**src/sv/idfl_pkg.sv**
```systemverilog
`default_nettype none

package idfl_pkg;

	// Allocator sizing
	localparam int MAX_IDS = 1024;
	localparam int CHUNK   = 128;

	// Field widths
	localparam int IdW     = 10;
	localparam int CntW    = $clog2(MAX_IDS + 1);
	localparam int AddrW   = $clog2(MAX_IDS);
	localparam int StatusW = 2;
	localparam int InDataW = ((IdW + 7) / 8) * 8;
	localparam int OutDataW = ((IdW + 7) / 8) * 8;

	typedef enum logic {
		OP_ACQUIRE = 1'b0,
		OP_RELEASE = 1'b1
	} op_t;

	typedef enum logic [StatusW-1:0] {
		STATUS_OK     = 2'd0,
		STATUS_EMPTY  = 2'd1,
		STATUS_BADREL = 2'd2
	} status_t;

	// Core to store: reads issued at accept, writes issued at execute
	typedef struct packed {
		logic             rd_en;
		logic [AddrW-1:0] mark_raddr;
		logic [AddrW-1:0] link_raddr;
		logic             mark_we;
		logic [AddrW-1:0] mark_waddr;
		logic             mark_wdata;
		logic             link_we;
		logic [AddrW-1:0] link_waddr;
		logic [AddrW-1:0] link_wdata;
	} store_req_t;

	// Store to core: registered read data
	typedef struct packed {
		logic             mark;
		logic [AddrW-1:0] link;
	} store_rsp_t;

endpackage

`default_nettype wire

```
**src/sv/idfl_core.sv**
```systemverilog
`default_nettype none

module idfl_core
	import idfl_pkg::*;
(
	input  wire logic            clk,
	input  wire logic            arst_n,
	// request side
	input  wire logic            req_valid,
	output logic                 req_ready,
	input  wire op_t             req_op,
	input  wire logic [IdW-1:0]  req_id,
	// result side
	output logic                 res_valid,
	input  wire logic            res_ready,
	output logic [IdW-1:0]       res_id,
	output status_t              res_status,
	// store
	output store_req_t           st_req,
	input  wire store_rsp_t      st_rsp,
	output logic [CntW-1:0]      fill_cnt
);

	typedef enum logic {
		S_IDLE,
		S_EXEC
	} state_t;

	localparam logic [CntW:0] MaxIdsW = (CntW+1)'(MAX_IDS);

	state_t           state_q;
	op_t              op_q;
	logic [IdW-1:0]   rel_id_q;
	logic [CntW-1:0]  fresh_q;
	logic [CntW-1:0]  cap_q;
	logic [AddrW-1:0] head_q;
	logic [AddrW-1:0] tail_q;
	logic             nonempty_q;

	logic             accept;
	logic             exec;
	logic [CntW:0]    want_w;
	logic [CntW-1:0]  grown_cap;
	logic             fresh_avail;
	logic             rel_ok;
	logic [AddrW-1:0] rel_addr;

	logic [CntW-1:0]  fresh_d;
	logic [CntW-1:0]  cap_d;
	logic [AddrW-1:0] head_d;
	logic [AddrW-1:0] tail_d;
	logic             nonempty_d;
	logic [AddrW-1:0] grant_addr;

	assign req_ready = (state_q == S_IDLE);
	assign accept    = req_valid && req_ready;
	assign exec      = (state_q == S_EXEC) && res_ready;
	assign res_valid = exec;
	assign fill_cnt  = fresh_q;

	// Next capacity step: next multiple of the chunk, clamped to the cap
	assign want_w    = (CntW+1)'(((int'(cap_q) / CHUNK) + 1) * CHUNK);
	assign grown_cap = (want_w > MaxIdsW) ? CntW'(MAX_IDS) : want_w[CntW-1:0];

	assign fresh_avail = (fresh_q < cap_q);
	assign rel_addr    = AddrW'(rel_id_q);
	assign rel_ok      = (int'(rel_id_q) < int'(cap_q)) && st_rsp.mark;

	// Execute: decide the result and the state update
	always_comb begin
		fresh_d    = fresh_q;
		cap_d      = cap_q;
		head_d     = head_q;
		tail_d     = tail_q;
		nonempty_d = nonempty_q;
		grant_addr = '0;
		res_id     = '0;
		res_status = STATUS_OK;

		st_req            = '0;
		st_req.rd_en      = accept;
		st_req.mark_raddr = AddrW'(req_id);
		st_req.link_raddr = head_q;

		if (op_q == OP_ACQUIRE) begin
			if (!fresh_avail && !nonempty_q && (cap_q >= CntW'(MAX_IDS))) begin
				res_status = STATUS_EMPTY;
			end else begin
				if (!fresh_avail && !nonempty_q) begin
					// grow: fresh range starts at the old capacity
					grant_addr = AddrW'(cap_q);
					fresh_d    = cap_q + 1'b1;
					cap_d      = grown_cap;
				end else if (fresh_avail) begin
					grant_addr = AddrW'(fresh_q);
					fresh_d    = fresh_q + 1'b1;
				end else begin
					// pop the released queue
					grant_addr = head_q;
					if (head_q == tail_q) begin
						nonempty_d = 1'b0;
					end else begin
						head_d = st_rsp.link;
					end
				end
				res_id            = IdW'(grant_addr);
				st_req.mark_we    = exec;
				st_req.mark_waddr = grant_addr;
				st_req.mark_wdata = 1'b1;
			end
		end else begin
			if (!rel_ok) begin
				res_status = STATUS_BADREL;
			end else begin
				st_req.mark_we    = exec;
				st_req.mark_waddr = rel_addr;
				st_req.mark_wdata = 1'b0;
				if (nonempty_q) begin
					st_req.link_we    = exec;
					st_req.link_waddr = tail_q;
					st_req.link_wdata = rel_addr;
				end else begin
					head_d = rel_addr;
				end
				tail_d     = rel_addr;
				nonempty_d = 1'b1;
			end
		end
	end

	// Sequencer and allocator registers
	always_ff @(posedge clk or negedge arst_n) begin
		if (!arst_n) begin
			state_q    <= S_IDLE;
			op_q       <= OP_ACQUIRE;
			rel_id_q   <= '0;
			fresh_q    <= '0;
			cap_q      <= '0;
			head_q     <= '0;
			tail_q     <= '0;
			nonempty_q <= 1'b0;
		end else begin
			case (state_q)
				S_IDLE: begin
					if (accept) begin
						op_q     <= req_op;
						rel_id_q <= req_id;
						state_q  <= S_EXEC;
					end
				end
				S_EXEC: begin
					if (exec) begin
						fresh_q    <= fresh_d;
						cap_q      <= cap_d;
						head_q     <= head_d;
						tail_q     <= tail_d;
						nonempty_q <= nonempty_d;
						state_q    <= S_IDLE;
					end
				end
				default: begin
					state_q <= S_IDLE;
				end
			endcase
		end
	end

	// Fresh range never runs past capacity
	a_fresh_le_cap: assert property (@(posedge clk) disable iff (!arst_n)
		fresh_q <= cap_q)
		else $error("fresh pointer beyond capacity");

	// Capacity never exceeds the cap
	a_cap_le_max: assert property (@(posedge clk) disable iff (!arst_n)
		cap_q <= CntW'(MAX_IDS))
		else $error("capacity beyond maximum");

	// Capacity only moves on an acquire that found nothing free
	a_cap_grow: assert property (@(posedge clk) disable iff (!arst_n)
		(cap_q != $past(cap_q)) |->
		($past(exec) && ($past(op_q) == OP_ACQUIRE) && !$past(nonempty_q)))
		else $error("capacity changed outside a grow");

	// Memory writes happen only in the execute step
	a_write_exec: assert property (@(posedge clk) disable iff (!arst_n)
		(st_req.mark_we || st_req.link_we) |-> exec)
		else $error("store write outside execute");

	// No new request is accepted while one is executing
	a_one_result: assert property (@(posedge clk) disable iff (!arst_n)
		accept |=> !accept)
		else $error("request accepted while executing");

endmodule

`default_nettype wire

```
**config.mk**
```make
export PLATFORM = sky130hd
export DESIGN_NAME = idfl_core
export DESIGN_NICKNAME = d
export VERILOG_FILES = /design/src/sv/idfl_pkg.sv /design/src/sv/idfl_core.sv
export SDC_FILE = /design/constraint.sdc
export NUM_CORES = 1
export LEC_CHECK = 0
export BUFFER_PORTS_ARGS = -buffer_cell sky130_fd_sc_hd__buf_2
export CORE_MARGIN = 10
export CORE_UTILIZATION = 30
export DETAILED_ROUTE_END_ITERATION = 16
export HOLD_SLACK_MARGIN = 0.06
export SYNTH_ARGS = -nofsm -noshare
export SYNTH_HDL_FRONTEND = slang
export SYNTH_SLANG_ARGS = --single-unit
```
**constraint.sdc**
```tcl
create_clock -name clk -period 6.71 [get_ports clk]
set_clock_uncertainty 0.15 [all_clocks]
set_input_delay 0.3355 -clock clk [delete_from_list [all_inputs] [get_ports clk]]
set_output_delay 0.3355 -clock clk [all_outputs]
set_load 0.01 [all_outputs]
```
# Word-level counts from Yosys, hierarchy flattened
# Cells that the tools add are included.
[word_totals]
register_bits = 55
input_bits = 26
out_inout_bits = 79
elab_cells = 71
[op_classes]
n_addsub = 3
order_cmp = 4
n_eq_ne = 7
muxes = 31
bitwise_logic = 3
reduce_logical = 15
[op_table]
columns = ["cell", "n"]
rows = [
  ["$mux 10", 11],
  ["$mux 21", 2],
  ["$mux 11", 3],
  ["$mux 33", 1],
  ["$mux 12", 2],
  ["$add 11x1->11 const B", 2],
  ["$gt 12x11->1 const B", 1],
  ["$ge 11x11->1 const B", 1],
  ["$lt 10x11->1", 1],
  ["$lt 11x11->1", 1],
  ["$eq 10x10->1", 1],
  ["$ne 2x2->1 const B", 5],
  ["$reduce_and 5->1", 2],
  ["$mux 1", 9],
  ["$reduce_and 8->1", 1],
  ["$reduce_and 7->1", 1],
  ["$add 4x1->5 const B", 1],
  ["$logic_and 1x1->1", 5],
  ["$mux 2", 2],
  ["$reduce_and 4->1", 1],
  ["$reduce_bool 2->1", 2],
  ["$not 1->1", 3],
  ["$logic_not 1->1", 2],
  ["$ne 2x1->1 const B", 1],
  ["2 further kinds", 2],
]

# Longest topological paths before layout
[depth]
ltp_word = 6
ltp_mapped = 12
ltp_nobuf = 12

# Worst setup path after synthesis
# Ideal clock, no wire load.
[synth_timing]
path_kind = "reg-to-reg"
from = "register cap_q[8]"
to = "register fresh_q[8] (netlist: fill_cnt[8])"
setup_ns = 0.078
arrival_ns = 2.567
required_ns = 6.482
setup_slack_ns = 3.915
path_stages_with_launch = 13
path_buffers = 0
synth_period_minus_slack_ns = 2.795
cell_sequence = "dfrtp_1 inv_1 ha_1 o211ai_1 o21ai_2 nand2_1 and2_1 ha_1 and3_1 nand3_1 a2111oi_0 a21oi_1 o2bb2ai_1"
[synth_via]
elab_chain_cells = 6
elab_cells_between_ends = 10
cone_classes = "1 x add/sub; 2 x order compare; 1 x mux; 1 x bitwise; 5 x reduce/logical"
[synth_rtl]
columns = ["element", "line", "text"]
rows = [
  ["start: declaration", "idfl_core.sv:35", "logic [CntW-1:0] cap_q;"],
  ["start signal: assignment", "idfl_core.sv:154", "cap_q <= cap_d;"],
  ["$lt 11x11->1", "idfl_core.sv:65", "assign fresh_avail = (fresh_q < cap_q);"],
  ["$logic_not 1->1", "idfl_core.sv:86, idfl_core.sv:89", ""],
  ["$logic_and 1x1->1", "idfl_core.sv:86, idfl_core.sv:89", ""],
  ["$logic_and 1x1->1", "idfl_core.sv:86", "if (!fresh_avail && !nonempty_q && (cap_q >= CntW'(MAX_IDS))) begin"],
  ["$not 1->1 (no source line)", "--", ""],
  ["$reduce_and 5->1 (no source line)", "--", ""],
  ["end signal: assignment", "idfl_core.sv:153", "fresh_q <= fresh_d;"],
  ["end: declaration", "idfl_core.sv:34", "logic [CntW-1:0] fresh_q;"],
]
# Several ways; a longest one is shown, not always the timed one.
# A chain may end at the register's enable or synchronous reset.

# Worst setup path in the final report
# Same ends and word-level chain as after synthesis.

==> impl_metrics.py <==
metrics = {
    "logic_synthesis": {
        "synth_cells": 305,
        "avgSynthCellArea_um2": 9.95,
        "synth_top_family_by_area": "compound AO/OA/AOI/OAI gates",
        "synth_edf_count": 0,
        "synth_seq_cells": 48,
        "yosys_warnings": 0,
        "synth_compound_area_share_pct": 16.4,
        "yosys.area_share.simple_pct": 16.1,
        "syn-cell-area_mm2": 0.00304,
        "yosysSeqAreaShare_pct": 39.6,
        "async_reset_ff_share_pct": 100,
        "synth_flop_cell": "dfrtp_1",
        "ys_types": 43,
        "synth-adder-area-share_pct": 3.71,
        "muxShareOfSynthArea_pct": 15.2,
        "syn_nets": 340,
        "synthXorXnorAreaFrac_pct": 3.17,
    },
    "worst_setup_path": {
        "path_cells": "inv_1, ha_1, o211ai_1, o21ai_2, nand2_1, and2_1, ha_1, and3_1, nand3_1, a2111oi_0, a21oi_1, o2bb2ai_1",
        "critical_path_required_ns": 6.74,
        "critPathSlowestCell": "o21ai_2",
        "cpMostUsedCell": "ha_1",
        "crit_fanout": 18,
        "cp-start-kind": "flip-flop",
        "worst_setup_path_end_kind": "flip-flop",
        "path_class": "flip-flop to flip-flop",
        "crit_arrival_ns": 3.61,
        "crit_path_max_incr_delay_ns": 0.65,
    },
    "cts": {
        "cts_setup_buffers": 0,
        "root_buffer": "clkbuf_8",
        "clock_latency_ns": 0.30,
        "cts_buffers": 5,
        "cts_sinks": 48,
        "cts_tree": "yes",
        "path_clk_slew_ns": 0.09,
        "h-tree-depth": 2,
        "cts_buffer_depth": 2,
    },
    "sta": {
        "min_period_ns": 3.58,
        "fmax_mhz": 279,
        "hold_viol": 0,
        "post-route-period-util_pct": 53.3,
        "max_slew_margin_pct": 23.5,
        "worst_pin_slew_ns": 1.15,
        "setup_slack_ns": 3.13,
        "setup_tns_ns": 0,
        "drv_slew": 0,
        "finalSetupViolations": 0,
        "rsz0062_at_grt": "no",
    },
    "drt": {
        "wirelength_mm": 9.52,
        "drt_iter0_markers": 122,
        "drt.antenna.violating_nets": 0,
        "viasPerCell": 5.06,
        "route.detailed.wl_per_inst_um": 18.0,
        "dr.pass1.iters": 4,
        "post-route-drc-count": 0,
        "vias": 2675,
    },
    "power": {
        "vdd_ir_drop_max_v": 0.000148,
        "leakagePower_nw": 1.96,
        "power_density_mw_per_mm2": 256,
    },
    "global_routing": {
        "grt_overflow": 0,
        "grt_max_degree": 49,
        "antenna_found_initial": 0,
        "grtUsageTotal_pct": 13.0,
        "grt_pass1_wl_mm": 15.5,
        "grt_pass1_vias": 2875,
    },
    "final_layout": {
        "layout.nets": 430,
        "diodes": 0,
        "layout-drive-gt1-share_pct": 41.2,
        "fillers": 1042,
        "multi_input_area_mm2": 0.00166,
        "area_delta_synth_final_pct": 22.2,
        "regArea_mm2": 0.00120,
    },
    "place": {
        "place_ws_ns": 3.24,
        "portBuffers": 104,
        "dp.final_hpwl_mm": 7.18,
        "gp_congestion": 0.866,
    },
    "die": {
        "row_count": 36,
        "fp.coreArea_mm2": 0.00982,
        "fp.dieH_um": 121,
        "fp.dieArea_mm2": 0.0145,
        "fp.dieW_um": 121,
        "start_util_pct": 30.9,
        "ioPinCount": 105,
    },
    "run_status": {
        "outcome": "finished clean",
    },
    "hold_path": {
        "hp-class": "input port to flip-flop",
    },
    "job": {
        "cap_violations": 0,
    },
}
[power by group]
part | switching, mW | internal [mW] | total, mW
registers | 0.0683 | 0.346 | 0.414
logic | 0.181 | 0.169 | 0.351
clock network | 0.102 | 0.0840 | 0.186
total | 0.351 | 0.600 | 0.951
[synthesized netlist by cell type, types with 2 or more instances]
master     instances  area (um2)
a21o_1            10        75.1
a21oi_1           15        75.1
a2bb2oi_1          2        17.5
and2_1             4        25.0
and3_1            25         156
buf_2              2        10.0
buf_4             13        97.6
clkbuf_1          11        41.3
dfrtp_1           48        1200
ha_1               9         113
inv_1              8        30.0
mux2_2            41         462
nand2_1           27         101
nand3_1           13        65.1
nor2_1             9        33.8
nor2b_1            2        12.5
nor4_1             3        18.8
o2111ai_1          2        17.5
o211a_1            3        30.0
o211ai_1           6        45.0
o21a_1             2        15.0
o21ai_0           15        75.1
o21ai_2            2        17.5
o21bai_1           2        15.0
o31ai_1            2        15.0
o41ai_1            3        26.3
xnor2_1            4        35.0
xor2_1             7        61.3
[registers in the layout (all words and copies together), names as in the netlist]
register and cells:
head_q 10, tail_q 10, rel_addr 10, cap_q 4
nonempty_q 1, state_q 1, fill_cnt 11, op_q 1
[metrics by stage]
stage / instance area [um2] / cells / hold slack (ns) / power [mW] / utilization [%]
floorplan: 3040 / 305 / -0.110 / 0.630 / -
finish: 3710 / 529 / 0.117 / 0.951 / 37.8
CTS: 3710 / 529 / 0.105 / 0.964 / 37.8
global route: 3710 / 529 / 0.112 / 1.02 / 37.8
global placement: 3600 / 519 / 0.338 / 0.766 / 36.6
detailed placement: 3600 / 519 / 0.348 / 0.773 / 36.6
[kinds of logic after synthesis]
| kind of cell | after synthesis |
|---|---|
| DFF | 48 |
| and+or+nand+nor | 91 |
| muxes | 41 |
| adders and majority gates | 9 |
| AOI/OAI and AO/OA | 71 |
| xor gates and xnor gates | 11 |
| buffers and inverters | 34 |
[routing by layer]
metal / up-vias / share of wire (%) / global-route usage [%]
li1: 1278 / - / -
met1: 1303 / 45 / 16.5
met2: 90 / 48 / 21.1
met3: 4 / 6.8 / 4.09
met4: 0 / 0.54 / 2.87
met5: - / 0 / 0
[placed cells by master, fill, tap and decap left out, types with 6 or more instances in the layout]
master      n
o21ai_0    15
mux2_2     41
ha_1        9
nor2_1      9
nand3_1    13
dfrtp_1    48
buf_2     104
inv_1       8
nand2_1    27
xor2_1      7
a21oi_1    15
o211ai_1    6
clkbuf_8    6
and3_1     25
a21o_1     10
[worst max-delay path, delay by kind of cell (launching register included)]
kind | cells | cell delay (ns)
buf+inv | 1 | 0.14
simple gates | 4 | 1.05
fa+ha+maj | 2 | 0.53
flops | 1 | 0.47
compound gates | 5 | 1.12
[final timing paths]
path,from,end,slack (ns),cells after the start
min in group asynchronous,arst_n,cap_q[7],0.52,3
min,req_op,op_q,0.12,2
max reg2reg,cap_q[8],fill_cnt[8],3.13,12
min reg2reg,fill_cnt[10],fill_cnt[10],0.39,1
max,cap_q[8],fill_cnt[8],3.13,12
max in group asynchronous,arst_n,fill_cnt[8],5.44,3
[timing repair]
action,CTS,global route
endpoints found under the hold margin,49,0
gates resized for setup,0,0
hold buffers,2,0
[cell type report]
cell class,count,share of cell area [%]
multi-input combinational,223,44.6
tap,133,4.49
clock buffer,7,2.33
clock inverter,1,0.202
inverter,8,0.809
sequential,48,32.4
timing repair buffer,109,15.2
Power figures use the tool's default switching activity.
